===== src/hw/rtl/vcea_pkg.sv =====
// shared widths, constants and unit interface structs of the velocity cap block
package vcea_pkg;

   localparam int VALUE_WIDTH = 32;
   // magnitude of a difference of two values
   localparam int MAG_WIDTH   = VALUE_WIDTH + 1;
   // magnitude times |accel|
   localparam int PROD_WIDTH  = MAG_WIDTH + VALUE_WIDTH;
   localparam int CNT_WIDTH   = $clog2(VALUE_WIDTH);
   localparam logic [CNT_WIDTH-1:0] CNT_LAST = CNT_WIDTH'(VALUE_WIDTH - 1);

   localparam logic [VALUE_WIDTH-1:0] VALUE_MAX = {1'b0, {(VALUE_WIDTH-1){1'b1}}};
   localparam logic [VALUE_WIDTH-1:0] VALUE_MIN = {1'b1, {(VALUE_WIDTH-1){1'b0}}};

   // register file: one 32-bit register per word
   localparam int CSR_ADDR_WIDTH = 3;
   localparam int CSR_INDEX_LSB  = 2;
   localparam int CSR_INDEX_WIDTH = CSR_ADDR_WIDTH - CSR_INDEX_LSB;
   localparam logic [CSR_INDEX_WIDTH-1:0] REG_VELOCITY_CAP = CSR_INDEX_WIDTH'(0);

   typedef struct packed {
      logic                   start;
      logic [MAG_WIDTH-1:0]   multiplicand;
      logic [VALUE_WIDTH-1:0] multiplier;
   } mul_ctl_type;

   typedef struct packed {
      logic                  done;
      logic [PROD_WIDTH-1:0] product;
   } mul_status_type;

   typedef struct packed {
      logic                  start;
      logic                  neg;
      logic [PROD_WIDTH-1:0] dividend;
      logic [MAG_WIDTH-1:0]  divisor;
   } div_ctl_type;

   typedef struct packed {
      logic                   done;
      logic [VALUE_WIDTH-1:0] quotient;
   } div_status_type;

endpackage


===== src/hw/rtl/vcea_mul.sv =====
// bit-serial shift-add multiplier, one multiplier bit per cycle
module vcea_mul (
   input  logic                     clock,
   input  logic                     reset,
   input  vcea_pkg::mul_ctl_type    mul_ctl,
   output vcea_pkg::mul_status_type mul_status
);

   logic                             busy_ff, busy_in;
   logic                             done_ff, done_in;
   logic [vcea_pkg::CNT_WIDTH-1:0]   cnt_ff, cnt_in;
   logic [vcea_pkg::MAG_WIDTH-1:0]   a_ff, a_in;
   logic [vcea_pkg::MAG_WIDTH-1:0]   acc_ff, acc_in;
   logic [vcea_pkg::VALUE_WIDTH-1:0] lo_ff, lo_in;
   logic [vcea_pkg::MAG_WIDTH:0]     sum;

   always_comb begin
      sum     = {1'b0, acc_ff} + (lo_ff[0] ? {1'b0, a_ff} : '0);
      busy_in = busy_ff;
      done_in = 1'b0;
      cnt_in  = cnt_ff;
      a_in    = a_ff;
      acc_in  = acc_ff;
      lo_in   = lo_ff;
      if (mul_ctl.start) begin
         busy_in = 1'b1;
         cnt_in  = '0;
         a_in    = mul_ctl.multiplicand;
         acc_in  = '0;
         lo_in   = mul_ctl.multiplier;
      end else if (busy_ff) begin
         // low product bits shift in where multiplier bits shift out
         acc_in = sum[vcea_pkg::MAG_WIDTH:1];
         lo_in  = {sum[0], lo_ff[vcea_pkg::VALUE_WIDTH-1:1]};
         cnt_in = cnt_ff + vcea_pkg::CNT_WIDTH'(1);
         if (cnt_ff == vcea_pkg::CNT_LAST) begin
            busy_in = 1'b0;
            done_in = 1'b1;
         end
      end
   end

   always_ff @(posedge clock) begin
      if (reset) begin
         busy_ff <= 1'b0;
         done_ff <= 1'b0;
      end else begin
         busy_ff <= busy_in;
         done_ff <= done_in;
      end
      cnt_ff <= cnt_in;
      a_ff   <= a_in;
      acc_ff <= acc_in;
      lo_ff  <= lo_in;
   end

   assign mul_status.done    = done_ff;
   assign mul_status.product = {acc_ff, lo_ff};

endmodule


===== src/hw/rtl/vcea_div.sv =====
// restoring bit-serial divider with signed saturation, zero on a zero divisor
module vcea_div (
   input  logic                     clock,
   input  logic                     reset,
   input  vcea_pkg::div_ctl_type    div_ctl,
   output vcea_pkg::div_status_type div_status
);

   logic                             busy_ff, busy_in;
   logic                             fin_ff, fin_in;
   logic                             done_ff, done_in;
   logic [vcea_pkg::CNT_WIDTH-1:0]   cnt_ff, cnt_in;
   logic [vcea_pkg::MAG_WIDTH-1:0]   rem_ff, rem_in;
   logic [vcea_pkg::VALUE_WIDTH-1:0] quo_ff, quo_in;
   logic [vcea_pkg::MAG_WIDTH-1:0]   den_ff, den_in;
   logic                             neg_ff, neg_in;
   logic                             ovf_ff, ovf_in;
   logic                             zero_ff, zero_in;
   logic [vcea_pkg::VALUE_WIDTH-1:0] result_ff, result_in;

   logic [vcea_pkg::MAG_WIDTH-1:0]   top_part;
   logic [vcea_pkg::MAG_WIDTH:0]     shifted;
   logic [vcea_pkg::MAG_WIDTH:0]     diff;
   logic                             fit;
   logic                             pos_sat;
   logic                             neg_sat;

   always_comb begin
      top_part = div_ctl.dividend[vcea_pkg::PROD_WIDTH-1:vcea_pkg::VALUE_WIDTH];
      shifted  = {rem_ff, quo_ff[vcea_pkg::VALUE_WIDTH-1]};
      diff     = shifted - {1'b0, den_ff};
      fit      = (shifted >= {1'b0, den_ff});
      pos_sat  = ovf_ff || quo_ff[vcea_pkg::VALUE_WIDTH-1];
      neg_sat  = ovf_ff || (quo_ff[vcea_pkg::VALUE_WIDTH-1] &&
                 (|quo_ff[vcea_pkg::VALUE_WIDTH-2:0]));

      busy_in   = busy_ff;
      fin_in    = 1'b0;
      done_in   = 1'b0;
      cnt_in    = cnt_ff;
      rem_in    = rem_ff;
      quo_in    = quo_ff;
      den_in    = den_ff;
      neg_in    = neg_ff;
      ovf_in    = ovf_ff;
      zero_in   = zero_ff;
      result_in = result_ff;

      if (div_ctl.start) begin
         // quotient at or above 2^width is flagged here and saturated at the end
         busy_in = 1'b1;
         cnt_in  = '0;
         rem_in  = top_part;
         quo_in  = div_ctl.dividend[vcea_pkg::VALUE_WIDTH-1:0];
         den_in  = div_ctl.divisor;
         neg_in  = div_ctl.neg;
         ovf_in  = (top_part >= div_ctl.divisor);
         zero_in = (div_ctl.divisor == '0);
      end else if (busy_ff) begin
         rem_in = fit ? diff[vcea_pkg::MAG_WIDTH-1:0] : shifted[vcea_pkg::MAG_WIDTH-1:0];
         quo_in = {quo_ff[vcea_pkg::VALUE_WIDTH-2:0], fit};
         cnt_in = cnt_ff + vcea_pkg::CNT_WIDTH'(1);
         if (cnt_ff == vcea_pkg::CNT_LAST) begin
            busy_in = 1'b0;
            fin_in  = 1'b1;
         end
      end else if (fin_ff) begin
         done_in = 1'b1;
         if (zero_ff) begin
            result_in = '0;
         end else if (neg_ff) begin
            result_in = neg_sat ? vcea_pkg::VALUE_MIN : (~quo_ff + vcea_pkg::VALUE_WIDTH'(1));
         end else begin
            result_in = pos_sat ? vcea_pkg::VALUE_MAX : quo_ff;
         end
      end
   end

   always_ff @(posedge clock) begin
      if (reset) begin
         busy_ff <= 1'b0;
         fin_ff  <= 1'b0;
         done_ff <= 1'b0;
      end else begin
         busy_ff <= busy_in;
         fin_ff  <= fin_in;
         done_ff <= done_in;
      end
      cnt_ff    <= cnt_in;
      rem_ff    <= rem_in;
      quo_ff    <= quo_in;
      den_ff    <= den_in;
      neg_ff    <= neg_in;
      ovf_ff    <= ovf_in;
      zero_ff   <= zero_in;
      result_ff <= result_in;
   end

   assign div_status.done     = done_ff;
   assign div_status.quotient = result_ff;

endmodule


===== src/hw/rtl/velocity_cap_with_edge_accel_core.sv =====
// top level of the velocity cap block with edge acceleration repair
//
// trajectory points come in on req_ in order and leave on rsp_ one point late,
// since each point is judged against its successor. a velocity above the cap
// register is clipped to the cap; a point inside a capped run gets zero
// acceleration; a point next to the edge of a run gets dv_new * max(|a|,1) /
// |dv_orig|, truncated toward zero and saturated; a point marked last leaves
// right behind its predecessor with zero acceleration and out_last set. after
// the first point of a trajectory the block stays idle and can take the next
// request in the cycle after; a plain point passes the held state, a lone last
// point the last state, and a last point behind a held one passes both. a
// request that meets a run edge runs the shift-add multiplier and then the
// restoring divider, both one bit per cycle, with operand load and quotient
// pickup, then held (and last when it ends the trajectory) for output. held
// and last wait while rsp_stall holds a waiting result. req_stall stays high
// until the request's results sit in the output register, which holds a
// result while the next request is taken. the cap register sits at byte
// address 0 and resets to the largest positive value; write it only between
// requests, and a point that is held at that time is judged by the new cap
module velocity_cap_with_edge_accel_core (
   input  logic                                   clock,
   input  logic                                   reset,
   input  logic                                   req_valid,
   output logic                                   req_stall,
   input  logic signed [vcea_pkg::VALUE_WIDTH-1:0] req_point_velocity,
   input  logic signed [vcea_pkg::VALUE_WIDTH-1:0] req_point_accel,
   input  logic                                   req_point_last,
   output logic                                   rsp_valid,
   input  logic                                   rsp_stall,
   output logic signed [vcea_pkg::VALUE_WIDTH-1:0] rsp_out_velocity,
   output logic signed [vcea_pkg::VALUE_WIDTH-1:0] rsp_out_accel,
   output logic                                   rsp_out_last,
   input  logic                                   psel,
   input  logic                                   penable,
   input  logic                                   pwrite,
   input  logic [vcea_pkg::CSR_ADDR_WIDTH-1:0]    paddr,
   input  logic [vcea_pkg::VALUE_WIDTH-1:0]       pwdata,
   output logic [vcea_pkg::VALUE_WIDTH-1:0]       prdata,
   output logic                                   pready
);

   typedef enum logic [4:0] {
      ST_IDLE = 5'b00001,
      ST_MUL  = 5'b00010,
      ST_DIV  = 5'b00100,
      ST_HELD = 5'b01000,
      ST_LAST = 5'b10000
   } state_type;

   state_type state_ff, state_in;

   // cap register
   logic signed [vcea_pkg::VALUE_WIDTH-1:0] cap_ff, cap_in;

   // point waiting for its successor, kept as it arrived
   logic                                    held_valid_ff, held_valid_in;
   logic signed [vcea_pkg::VALUE_WIDTH-1:0] held_velocity_ff, held_velocity_in;
   logic signed [vcea_pkg::VALUE_WIDTH-1:0] held_accel_ff, held_accel_in;

   // result of the previously held point, and the pending last point
   logic signed [vcea_pkg::VALUE_WIDTH-1:0] res_velocity_ff, res_velocity_in;
   logic signed [vcea_pkg::VALUE_WIDTH-1:0] res_accel_ff, res_accel_in;
   logic signed [vcea_pkg::VALUE_WIDTH-1:0] pend_velocity_ff, pend_velocity_in;
   logic                                    pend_last_ff, pend_last_in;

   // operands for the edge acceleration
   logic                                    mul_start_ff, mul_start_in;
   logic [vcea_pkg::MAG_WIDTH-1:0]          mul_a_ff, mul_a_in;
   logic [vcea_pkg::VALUE_WIDTH-1:0]        mul_b_ff, mul_b_in;
   logic [vcea_pkg::MAG_WIDTH-1:0]          den_ff, den_in;
   logic                                    neg_ff, neg_in;

   // output register
   logic                                    rsp_valid_ff, rsp_valid_in;
   logic signed [vcea_pkg::VALUE_WIDTH-1:0] rsp_velocity_ff, rsp_velocity_in;
   logic signed [vcea_pkg::VALUE_WIDTH-1:0] rsp_accel_ff, rsp_accel_in;
   logic                                    rsp_last_ff, rsp_last_in;

   vcea_pkg::mul_ctl_type    mul_ctl;
   vcea_pkg::mul_status_type mul_status;
   vcea_pkg::div_ctl_type    div_ctl;
   vcea_pkg::div_status_type div_status;

   logic                                    accept;
   logic                                    out_free;
   logic                                    csr_write;
   logic [vcea_pkg::CSR_INDEX_WIDTH-1:0]    csr_index;
   logic                                    in_cap;
   logic                                    held_cap;
   logic signed [vcea_pkg::VALUE_WIDTH-1:0] vin_new;
   logic signed [vcea_pkg::VALUE_WIDTH-1:0] hv_new;
   logic [vcea_pkg::VALUE_WIDTH-1:0]        abs_accel;

   // |a - b| of two signed values, one bit wider
   function automatic logic [vcea_pkg::MAG_WIDTH-1:0] mag_diff(
      input logic signed [vcea_pkg::VALUE_WIDTH-1:0] a,
      input logic signed [vcea_pkg::VALUE_WIDTH-1:0] b
   );
      logic signed [vcea_pkg::MAG_WIDTH-1:0] d;
      d = vcea_pkg::MAG_WIDTH'(a) - vcea_pkg::MAG_WIDTH'(b);
      return d[vcea_pkg::MAG_WIDTH-1] ? vcea_pkg::MAG_WIDTH'(-d) : vcea_pkg::MAG_WIDTH'(d);
   endfunction

   vcea_mul u_mul (
      .clock      (clock),
      .reset      (reset),
      .mul_ctl    (mul_ctl),
      .mul_status (mul_status)
   );

   vcea_div u_div (
      .clock      (clock),
      .reset      (reset),
      .div_ctl    (div_ctl),
      .div_status (div_status)
   );

   assign mul_ctl.start        = mul_start_ff;
   assign mul_ctl.multiplicand = mul_a_ff;
   assign mul_ctl.multiplier   = mul_b_ff;

   // product stays put in the multiplier once done, so the divider takes it directly
   assign div_ctl.start    = mul_status.done;
   assign div_ctl.neg      = neg_ff;
   assign div_ctl.dividend = mul_status.product;
   assign div_ctl.divisor  = den_ff;

   // register port
   assign pready    = 1'b1;
   assign csr_write = psel && penable && pwrite;
   assign csr_index = paddr[vcea_pkg::CSR_ADDR_WIDTH-1:vcea_pkg::CSR_INDEX_LSB];

   always_comb begin
      cap_in = cap_ff;
      prdata = '0;
      unique case (csr_index)
         vcea_pkg::REG_VELOCITY_CAP: begin
            prdata = cap_ff;
            if (csr_write) begin
               cap_in = pwdata;
            end
         end
         default: begin
            prdata = '0;
         end
      endcase
   end

   // handshake
   assign req_stall = (state_ff != ST_IDLE);
   assign accept    = req_valid && !req_stall;
   assign out_free  = !rsp_valid_ff || !rsp_stall;

   // capping of the arriving and the held point
   assign in_cap    = (req_point_velocity > cap_ff);
   assign held_cap  = (held_velocity_ff > cap_ff);
   assign vin_new   = in_cap ? cap_ff : req_point_velocity;
   assign hv_new    = held_cap ? cap_ff : held_velocity_ff;
   assign abs_accel = held_accel_ff[vcea_pkg::VALUE_WIDTH-1] ? (~held_accel_ff +
                      vcea_pkg::VALUE_WIDTH'(1)) : held_accel_ff;

   always_comb begin
      state_in         = state_ff;
      held_valid_in    = held_valid_ff;
      held_velocity_in = held_velocity_ff;
      held_accel_in    = held_accel_ff;
      res_velocity_in  = res_velocity_ff;
      res_accel_in     = res_accel_ff;
      pend_velocity_in = pend_velocity_ff;
      pend_last_in     = pend_last_ff;
      mul_start_in     = 1'b0;
      mul_a_in         = mul_a_ff;
      mul_b_in         = mul_b_ff;
      den_in           = den_ff;
      neg_in           = neg_ff;
      // a taken result leaves the output register
      rsp_valid_in     = rsp_valid_ff && rsp_stall;
      rsp_velocity_in  = rsp_velocity_ff;
      rsp_accel_in     = rsp_accel_ff;
      rsp_last_in      = rsp_last_ff;

      unique case (state_ff)
         ST_IDLE: begin
            if (accept) begin
               pend_velocity_in = vin_new;
               pend_last_in     = req_point_last;
               res_velocity_in  = hv_new;
               // inside a run the acceleration drops to zero; at a run edge it is recomputed, elsewhere it is kept
               res_accel_in     = (held_cap && in_cap) ? '0 : held_accel_ff;
               mul_a_in         = mag_diff(vin_new, hv_new);
               mul_b_in         = (abs_accel == '0) ? vcea_pkg::VALUE_WIDTH'(1) : abs_accel;
               den_in           = mag_diff(req_point_velocity, held_velocity_ff);
               neg_in           = (hv_new > vin_new);

               if (held_valid_ff && (held_cap != in_cap)) begin
                  // run edge: recompute the held point's acceleration
                  mul_start_in = 1'b1;
                  state_in     = ST_MUL;
               end else if (held_valid_ff) begin
                  state_in = ST_HELD;
               end else if (req_point_last) begin
                  state_in = ST_LAST;
               end else begin
                  state_in = ST_IDLE;
               end

               if (req_point_last) begin
                  held_valid_in    = 1'b0;
                  held_velocity_in = '0;
                  held_accel_in    = '0;
               end else begin
                  held_valid_in    = 1'b1;
                  held_velocity_in = req_point_velocity;
                  held_accel_in    = req_point_accel;
               end
            end
         end
         ST_MUL: begin
            if (mul_status.done) begin
               state_in = ST_DIV;
            end
         end
         ST_DIV: begin
            if (div_status.done) begin
               res_accel_in = div_status.quotient;
               state_in     = ST_HELD;
            end
         end
         ST_HELD: begin
            if (out_free) begin
               rsp_valid_in    = 1'b1;
               rsp_velocity_in = res_velocity_ff;
               rsp_accel_in    = res_accel_ff;
               rsp_last_in     = 1'b0;
               state_in        = pend_last_ff ? ST_LAST : ST_IDLE;
            end
         end
         ST_LAST: begin
            // final point always leaves with zero acceleration
            if (out_free) begin
               rsp_valid_in    = 1'b1;
               rsp_velocity_in = pend_velocity_ff;
               rsp_accel_in    = '0;
               rsp_last_in     = 1'b1;
               state_in        = ST_IDLE;
            end
         end
         default: begin
            state_in = ST_IDLE;
         end
      endcase
   end

   always_ff @(posedge clock) begin
      if (reset) begin
         state_ff      <= ST_IDLE;
         cap_ff        <= vcea_pkg::VALUE_MAX;
         held_valid_ff <= 1'b0;
         mul_start_ff  <= 1'b0;
         rsp_valid_ff  <= 1'b0;
      end else begin
         state_ff      <= state_in;
         cap_ff        <= cap_in;
         held_valid_ff <= held_valid_in;
         mul_start_ff  <= mul_start_in;
         rsp_valid_ff  <= rsp_valid_in;
      end
      held_velocity_ff <= held_velocity_in;
      held_accel_ff    <= held_accel_in;
      res_velocity_ff  <= res_velocity_in;
      res_accel_ff     <= res_accel_in;
      pend_velocity_ff <= pend_velocity_in;
      pend_last_ff     <= pend_last_in;
      mul_a_ff         <= mul_a_in;
      mul_b_ff         <= mul_b_in;
      den_ff           <= den_in;
      neg_ff           <= neg_in;
      rsp_velocity_ff  <= rsp_velocity_in;
      rsp_accel_ff     <= rsp_accel_in;
      rsp_last_ff      <= rsp_last_in;
   end

   assign rsp_valid        = rsp_valid_ff;
   assign rsp_out_velocity = rsp_velocity_ff;
   assign rsp_out_accel    = rsp_accel_ff;
   assign rsp_out_last     = rsp_last_ff;

endmodule


===== config.mk =====
export PLATFORM = sky130hd
export DESIGN_NAME = velocity_cap_with_edge_accel_core
export DESIGN_NICKNAME = d
export VERILOG_FILES = /design/src/hw/rtl/vcea_pkg.sv /design/src/hw/rtl/vcea_mul.sv /design/src/hw/rtl/vcea_div.sv /design/src/hw/rtl/velocity_cap_with_edge_accel_core.sv
export SDC_FILE = /design/constraint.sdc
export NUM_CORES = 1
export LEC_CHECK = 0
export BUFFER_PORTS_ARGS = -buffer_cell sky130_fd_sc_hd__buf_2
export CORE_UTILIZATION = 50
export DETAILED_ROUTE_END_ITERATION = 12
export PLACE_DENSITY = 0.67
export SETUP_SLACK_MARGIN = 0.02
export SYNTH_ARGS = -nofsm -noshare
export SYNTH_HDL_FRONTEND = slang
export SYNTH_SLANG_ARGS = --single-unit

===== constraint.sdc =====
create_clock -name clock -period 9.97 [get_ports clock]
set_clock_uncertainty 0.15 [all_clocks]
set_input_delay 0.4985 -clock clock [delete_from_list [all_inputs] [get_ports clock]]
set_output_delay 0.4985 -clock clock [all_outputs]
set_load 0.05 [all_outputs]

==> flow_metrics.py, run 1 <==
metrics = {
    "layout": {
        "multi_input_area_sq_um": 17000,
        "fillerInstances": 6077,
        "syn2layout_area_growth_pct": 12.7,
        "register_area_sq_um": 17500,
        "fin_nets": 4033,
        "layout.cells.non_filler": 4687,
        "drive_above_1_share": 0.118,
    },
    "routing": {
        "via_per_inst": 5.72,
        "first_pass_iters": 5,
        "drtIter0Drc": 2392,
        "ant_nets": 0,
        "detail_route.drc_violations": 0,
        "wire_per_inst_um": 19.1,
        "via_count": 26826,
        "routed_wl_mm": 89.4,
    },
    "global_routing": {
        "grt_pass1_vias": 25172,
        "gr-total-overflow": 0,
        "grt_pass1_wl_mm": 140,
        "grt_usage": 0.242,
        "antenna_found_initial": 0,
        "grt_max_degree": 87,
    },
    "sta": {
        "finalSetupViolCount": 0,
        "hold_viol_final": 0,
        "slew_violations": 0,
        "finalCritPeriodShare": 0.905,
        "grt_setup_unrepaired": "false",
        "period_minus_slack_ns": 9.02,
        "maxSlewHeadroom": 0.136,
        "tightest_slew_ns": 1.26,
        "finalSetupTns_ns": 0,
        "max_freq_ghz": 0.111,
    },
    "floorplanning": {
        "die_area_sq_um": 72600,
        "die_h_um": 269,
        "initial_core_util": 0.508,
        "ios": 207,
        "rows": 97,
        "die_w_um": 269,
        "coreArea_sq_um": 70400,
    },
    "clocking": {
        "holdBufCountCts": 41,
        "cts-root-buf": "clkbuf_16",
        "numCtsBuffers": 67,
        "clkSinkCount": 611,
        "htree_levels": 3,
        "cts_tree": "yes",
        "path_clk_slew_ns": 0.06,
        "clock_latency_ns": 0.62,
        "cts-resized-gates": 0,
        "post_cts_buffers": 0,
        "cts_buffer_depth": 3,
    },
    "worst_setup_path": {
        "crit_required_ns": 10.17,
        "startpoint_type": "flop",
        "cp_slowest_cell": "or4_1",
        "r2r_cells": 30,
        "cp_max_fo": 17,
        "crit_path_end_kind": "flop",
        "critical_path_class": "reg2reg",
        "cp_slowest_stage_delay_ns": 0.89,
        "cp.arrival_ns": 9.22,
    },
    "synth": {
        "syn_area_sq_um": 35800,
        "syn-num-nets": 3814,
        "syn_avg_cell_area_sq_um": 10.3,
        "synth-main-ff-cell": "edfxtp_1",
        "ys_warn_count": 0,
        "synthCells": 3477,
        "ys_seq_area_frac": 0.489,
        "async_flop_share": 0,
        "synth-edff-count": 523,
        "synth.distinct_cells": 85,
        "synth_seq_cells": 611,
    },
    "pwr": {
        "power_density_nw_per_um2": 247,
        "power_leakage_nw": 16.2,
        "peakVddDrop_mv": 0.214,
    },
    "outcome": {
        "outcome": "finished, final reports clean",
    },
    "job": {
        "drv_cap": 0,
    },
    "placement": {
        "dp_cells": 4526,
        "gp_congestion": 0.926,
        "io_buffers": 203,
        "dp_hpwl_mm": 65.2,
    },
    "min_path": {
        "hp-class": "in2reg",
        "min_path_cells": 2,
    },
}
## worst max-delay path: cells and delay by family, from the launching register on
kind                       cells  cell delay [ns]
adders and majority gates      3             1.34
buffers and inverters          4             0.46
DFF                            1             0.34
AOI/OAI and AO/OA             11             2.30
xor gates and xnor gates       2             0.46
and+or+nand+nor               10             3.69
## per-layer routing
| metal | track usage | vias up | wire [um] |
|---|---|---|---|
| met2 | 0.381 | 829 | 40200 |
| met1 | 0.347 | 12739 | 41600 |
| met4 | 0.0734 | 0 | 2230 |
| met5 | 0 | - | 0 |
| li1 | - | 13124 | - |
| met3 | 0.0341 | 134 | 5440 |
## cell usage in the layout, fill, tap and decap left out, drive strengths merged, types with 88 or more instances in the layout
cell type	synthesis	routed
a21oi	183	183
buf	23	237
dfxtp	88	88
edfxtp	523	523
ha	226	226
inv	234	235
nand2	322	322
nor2	325	325
nor2b	89	89
nor3	88	88
o21ai	160	160
xnor2	131	131
## final cells by class
type,count,area share
well taps,940,0.0292
repair buffers,278,0.0417
inverters,235,0.0219
flip-flops and latches,611,0.434
diodes,1,0.0000621
clock buffers,86,0.0444
clock inverters,33,0.00801
multi-input cells,2503,0.421
## cells in the mapped netlist (all sizes together) (27+ instances only)
cell    instances  area (sq um)
ha            226          2830
nor3b          27           203
or3            41           277
and2           81           507
nand2         322          1210
mux2i          61           611
xor2           68           596
a211oi         44           340
inv           234           878
nand4          37           231
nor2b          89           557
o31ai          27           203
a211o          40           350
xnor2         131          1150
nor3           88           457
a21o           51           383
nand3          45           230
nor2          325          1230
edfxtp        523         15700
o21ai         160           801
dfxtp          88          1760
o211ai         27           203
nand3b         36           270
clkbuf        105           394
a21oi         183           916
mux2           64           721
## stage by stage
| stage | power, mW | utilization | hold WS (ns) | setup WS, ns | cell area [sq um] |
|---|---|---|---|---|---|
| after detailed placement | 7.54 | 0.537 | 0.255 | 0.929 | 37800 |
| after global placement | 7.47 | 0.537 | 0.253 | 1.05 | 37800 |
| final | 9.94 | 0.572 | 0.0315 | 0.945 | 40300 |
| after floorplan | 6.60 | - | 0.250 | 2.34 | 35800 |
| after global routing | 10.5 | 0.572 | 0.0145 | 0.404 | 40300 |
| after CTS | 9.96 | 0.572 | 0.000500 | 1.10 | 40300 |
## registers in the layout (all words and copies together), names as in the netlist, 32 cells and up
| signal | flops |
|---|---|
| res_accel_ff | 32 |
| u_mul.lo_ff | 32 |
| pend_velocity_ff | 32 |
| u_div.rem_ff | 33 |
| rsp_out_velocity | 32 |
| mul_a_ff | 33 |
| held_accel_ff | 32 |
| u_div.den_ff | 33 |
| u_div.quo_ff | 32 |
| den_ff | 33 |
| u_mul.a_ff | 33 |
| cap_ff | 32 |
| mul_b_ff | 32 |
| rsp_out_accel | 32 |
| res_velocity_ff | 32 |
| u_div.result_ff | 32 |
| held_velocity_ff | 32 |
| u_mul.acc_ff | 33 |
## cell families (layout without fill, tap and decap cells)
kind of cell    Yosys count  count (layout)  synth area share
compound gates          725             725             0.134
flops                   611             611             0.489
fa+ha+maj               236             236            0.0830
simple gates           1217            1217             0.170
xor+xnor                199             199            0.0487
buf+inv                 363             632            0.0385
other cells               1               2          0.000105
mux                     125             125            0.0372
## report_power, final
group          total, mW  switching [mW]  internal, mW
clock               2.39            1.03          1.36
sequential          4.03           0.343          3.68
combinational       3.52            2.23          1.29
total               9.94            3.60          6.34
## final timing paths
check	end	slack (ns)	from
setup / recovery	mul_a_ff[31]$_DFFE_PP_	0.95	cap_ff[31]$_SDFFE_PP0P_
hold / removal	held_accel_ff[21]$_SDFFCE_PP0P_	0.03	req_point_accel[21]
hold reg to reg	u_mul.a_ff[16]$_DFFE_PP_	0.27	mul_a_ff[16]$_DFFE_PP_
setup reg to reg	mul_a_ff[31]$_DFFE_PP_	0.95	cap_ff[31]$_SDFFE_PP0P_
Note: power is estimated with default switching activity, not from simulation.
==> run 2: changes to the inputs <==
Settings changed: RECOVER_POWER set to 100.
==> run 2 against run 1 <==
Effect of this change:
- the run now ends with max-capacitance violations, max-slew violations left
- global-route usage stayed put
- worst hold slack got worse by 0.00052 ns
- critical path depth unchanged
- non-clock buffer count is the same
- combinational power barely moved
- clock power about the same
- critical endpoint unchanged
- largest cell class unchanged
- largest power group unchanged
==> flow_metrics.py, run 2 (synthesized netlist as in run 1, its figures left out) <==
metrics = {
    "outcome": {
        "outcome": "finished with violations",
        "violations": "max-capacitance violations, max-slew violations",
    },
    "layout": {
        "fin_nets": 4033,
        "final_util": 0.569,
        "layout_commonest_cell": "edfxtp_1",
        "syn2layout_area_growth_pct": 12.1,
        "register_area_sq_um": 17500,
        "diodes": 0,
        "mostFrequentLayoutCells": "edfxtp_1, nand2_1, nor2_1",
        "drive_above_1_share": 0.0822,
        "multi_input_area_sq_um": 16900,
        "fillerInstances": 6154,
    },
    "routing": {
        "drtIter0Drc": 2394,
        "via_count": 26823,
        "via_per_inst": 5.72,
        "detail_route.drc_violations": 0,
        "ant_nets": 0,
        "wire_per_inst_um": 19.1,
        "first_pass_iters": 6,
        "routed_wl_mm": 89.3,
    },
    "sta": {
        "max_freq_ghz": 0.108,
        "hold_viol_final": 0,
        "whs_ns": 0.0310,
        "slew_violations": 954,
        "tightest_slew_ns": 4.35,
        "finalSetupViolCount": 0,
        "period_minus_slack_ns": 9.22,
        "finalCritPeriodShare": 0.925,
        "grt_setup_unrepaired": "false",
        "maxSlewHeadroom": -1.90,
        "finalSetupTns_ns": 0,
    },
    "clocking": {
        "numCtsBuffers": 67,
        "cts-root-buf": "clkbuf_16",
        "clock_latency_ns": 0.61,
        "path_clk_slew_ns": 0.06,
        "clkSinkCount": 611,
        "htree_levels": 3,
        "cts_tree": "yes",
        "post_cts_buffers": 0,
        "cts_buffer_depth": 3,
    },
    "placement": {
        "dp_hpwl_mm": 65.2,
        "gp_congestion": 0.926,
        "io_buffers": 203,
    },
    "worst_setup_path": {
        "cp_max_fo": 17,
        "crit_path_end_kind": "flop",
        "cp_slowest_cell": "or4_1",
        "worstReg2RegEnd": "mul_a_ff[31]$_DFFE_PP_",
        "critical_path_class": "reg2reg",
        "ff2ff_setup_slack_ns": 0.75,
        "cp_slowest_stage_delay_ns": 0.89,
        "startpoint_type": "flop",
        "r2r_cells": 30,
        "crit_required_ns": 10.17,
        "regToRegStartpoint": "cap_ff[31]$_SDFFE_PP0P_",
        "cp.arrival_ns": 9.42,
    },
    "global_routing": {
        "grt_usage": 0.242,
        "gr-total-overflow": 0,
        "grt_max_degree": 87,
        "grt_pass1_wl_mm": 140,
        "grt_pass1_vias": 25172,
        "antenna_found_initial": 0,
    },
    "min_path": {
        "hp-class": "in2reg",
        "min_path_cells": 2,
        "min-delay-start": "req_point_accel[8]",
        "whs_endpoint": "held_accel_ff[8]$_SDFFCE_PP0P_",
    },
    "pwr": {
        "seq_power_share": 0.409,
        "clkPwrFrac": 0.240,
        "power_density_nw_per_um2": 248,
        "sw_frac_of_total": 0.361,
        "power_leakage_nw": 15.8,
        "peakVddDrop_mv": 0.205,
        "p_comb_frac": 0.351,
        "p_int_mw": 6.35,
        "p_switching_mw": 3.60,
    },
    "floorplanning": {
        "rows": 97,
        "initial_core_util": 0.508,
        "die_area_sq_um": 72600,
        "ios": 207,
        "coreArea_sq_um": 70400,
        "die_w_um": 269,
        "die_h_um": 269,
    },
    "job": {
        "drv_cap": 21,
    },
}
## run 2: cell types whose count changed in the layout (fill, tap and decap cells not counted), sizes merged
cell | before | now
buf | 237 | 120
clkbuf | 86 | 203
diode | 1 | 0
## run 2: cell type report
cell class                      count  share of cell area
Sequential cell                   611               0.436
Multi-Input combinational cell   2503               0.423
Clock buffer                       86              0.0446
Timing Repair Buffer              278              0.0372
Tap cell                          940              0.0294
Inverter                          235              0.0220
Clock inverter                     33             0.00806
## run 2: power groups by stage
stage | logic [mW] | registers, mW | clock network, mW
after floorplan | 2.53 | 4.07 | 0
after global placement | 3.42 | 4.06 | 0
after detailed placement | 3.47 | 4.07 | 0
after CTS | 3.50 | 4.02 | 2.44
after global routing | 3.86 | 4.13 | 2.53
final | 3.49 | 4.07 | 2.39
## run 2: critical path: cells and delay by family, from the launching register on
| kind | cells | cell delay (ns) |
|---|---|---|
| flip-flops | 1 | 0.34 |
| XOR/XNOR | 2 | 0.47 |
| adder cells (fa/ha/maj) | 3 | 1.34 |
| AO/OA/AOI/OAI | 11 | 2.33 |
| AND/OR/NAND/NOR | 10 | 3.85 |
| buffers and inverters | 4 | 0.48 |
## run 2: per-layer routing
metal  global-route usage  vias up  wire, um
met5                    0        -         0
met4               0.0734        0      2170
met3               0.0341      124      5770
met2                0.381      888     40200
met1                0.347    12686     41200
li1                     -    13125         -
## run 2: worst max-delay path by stage
stage                       startpoint                endpoint  cells after the start
2_1_floorplan   req_point_velocity[31]  mul_a_ff[31]$_DFFE_PP_                     31
3_3_place_gp    req_point_velocity[31]  mul_a_ff[31]$_DFFE_PP_                     30
3_5_place_dp    req_point_velocity[31]  mul_a_ff[31]$_DFFE_PP_                     30
4_1_cts        cap_ff[31]$_SDFFE_PP0P_  mul_a_ff[31]$_DFFE_PP_                     30
5_1_grt        cap_ff[31]$_SDFFE_PP0P_  mul_a_ff[31]$_DFFE_PP_                     30
6_report       cap_ff[31]$_SDFFE_PP0P_  mul_a_ff[31]$_DFFE_PP_                     30
## run 2: timing repair
item                      CTS  global route
hold endpoints to repair   41             0
hold buffers               41             0
gates resized for setup     0             0
## run 2: stage by stage
step	setup WS, ns	total power, mW	area, sq um	cells
after floorplan	2.34	6.60	35800	3477
after global routing	0.218	10.5	40100	4686
final	0.746	9.95	40100	4686
after CTS	1.10	9.96	40300	4686
after detailed placement	0.929	7.54	37800	4526
after global placement	1.05	7.47	37800	4526
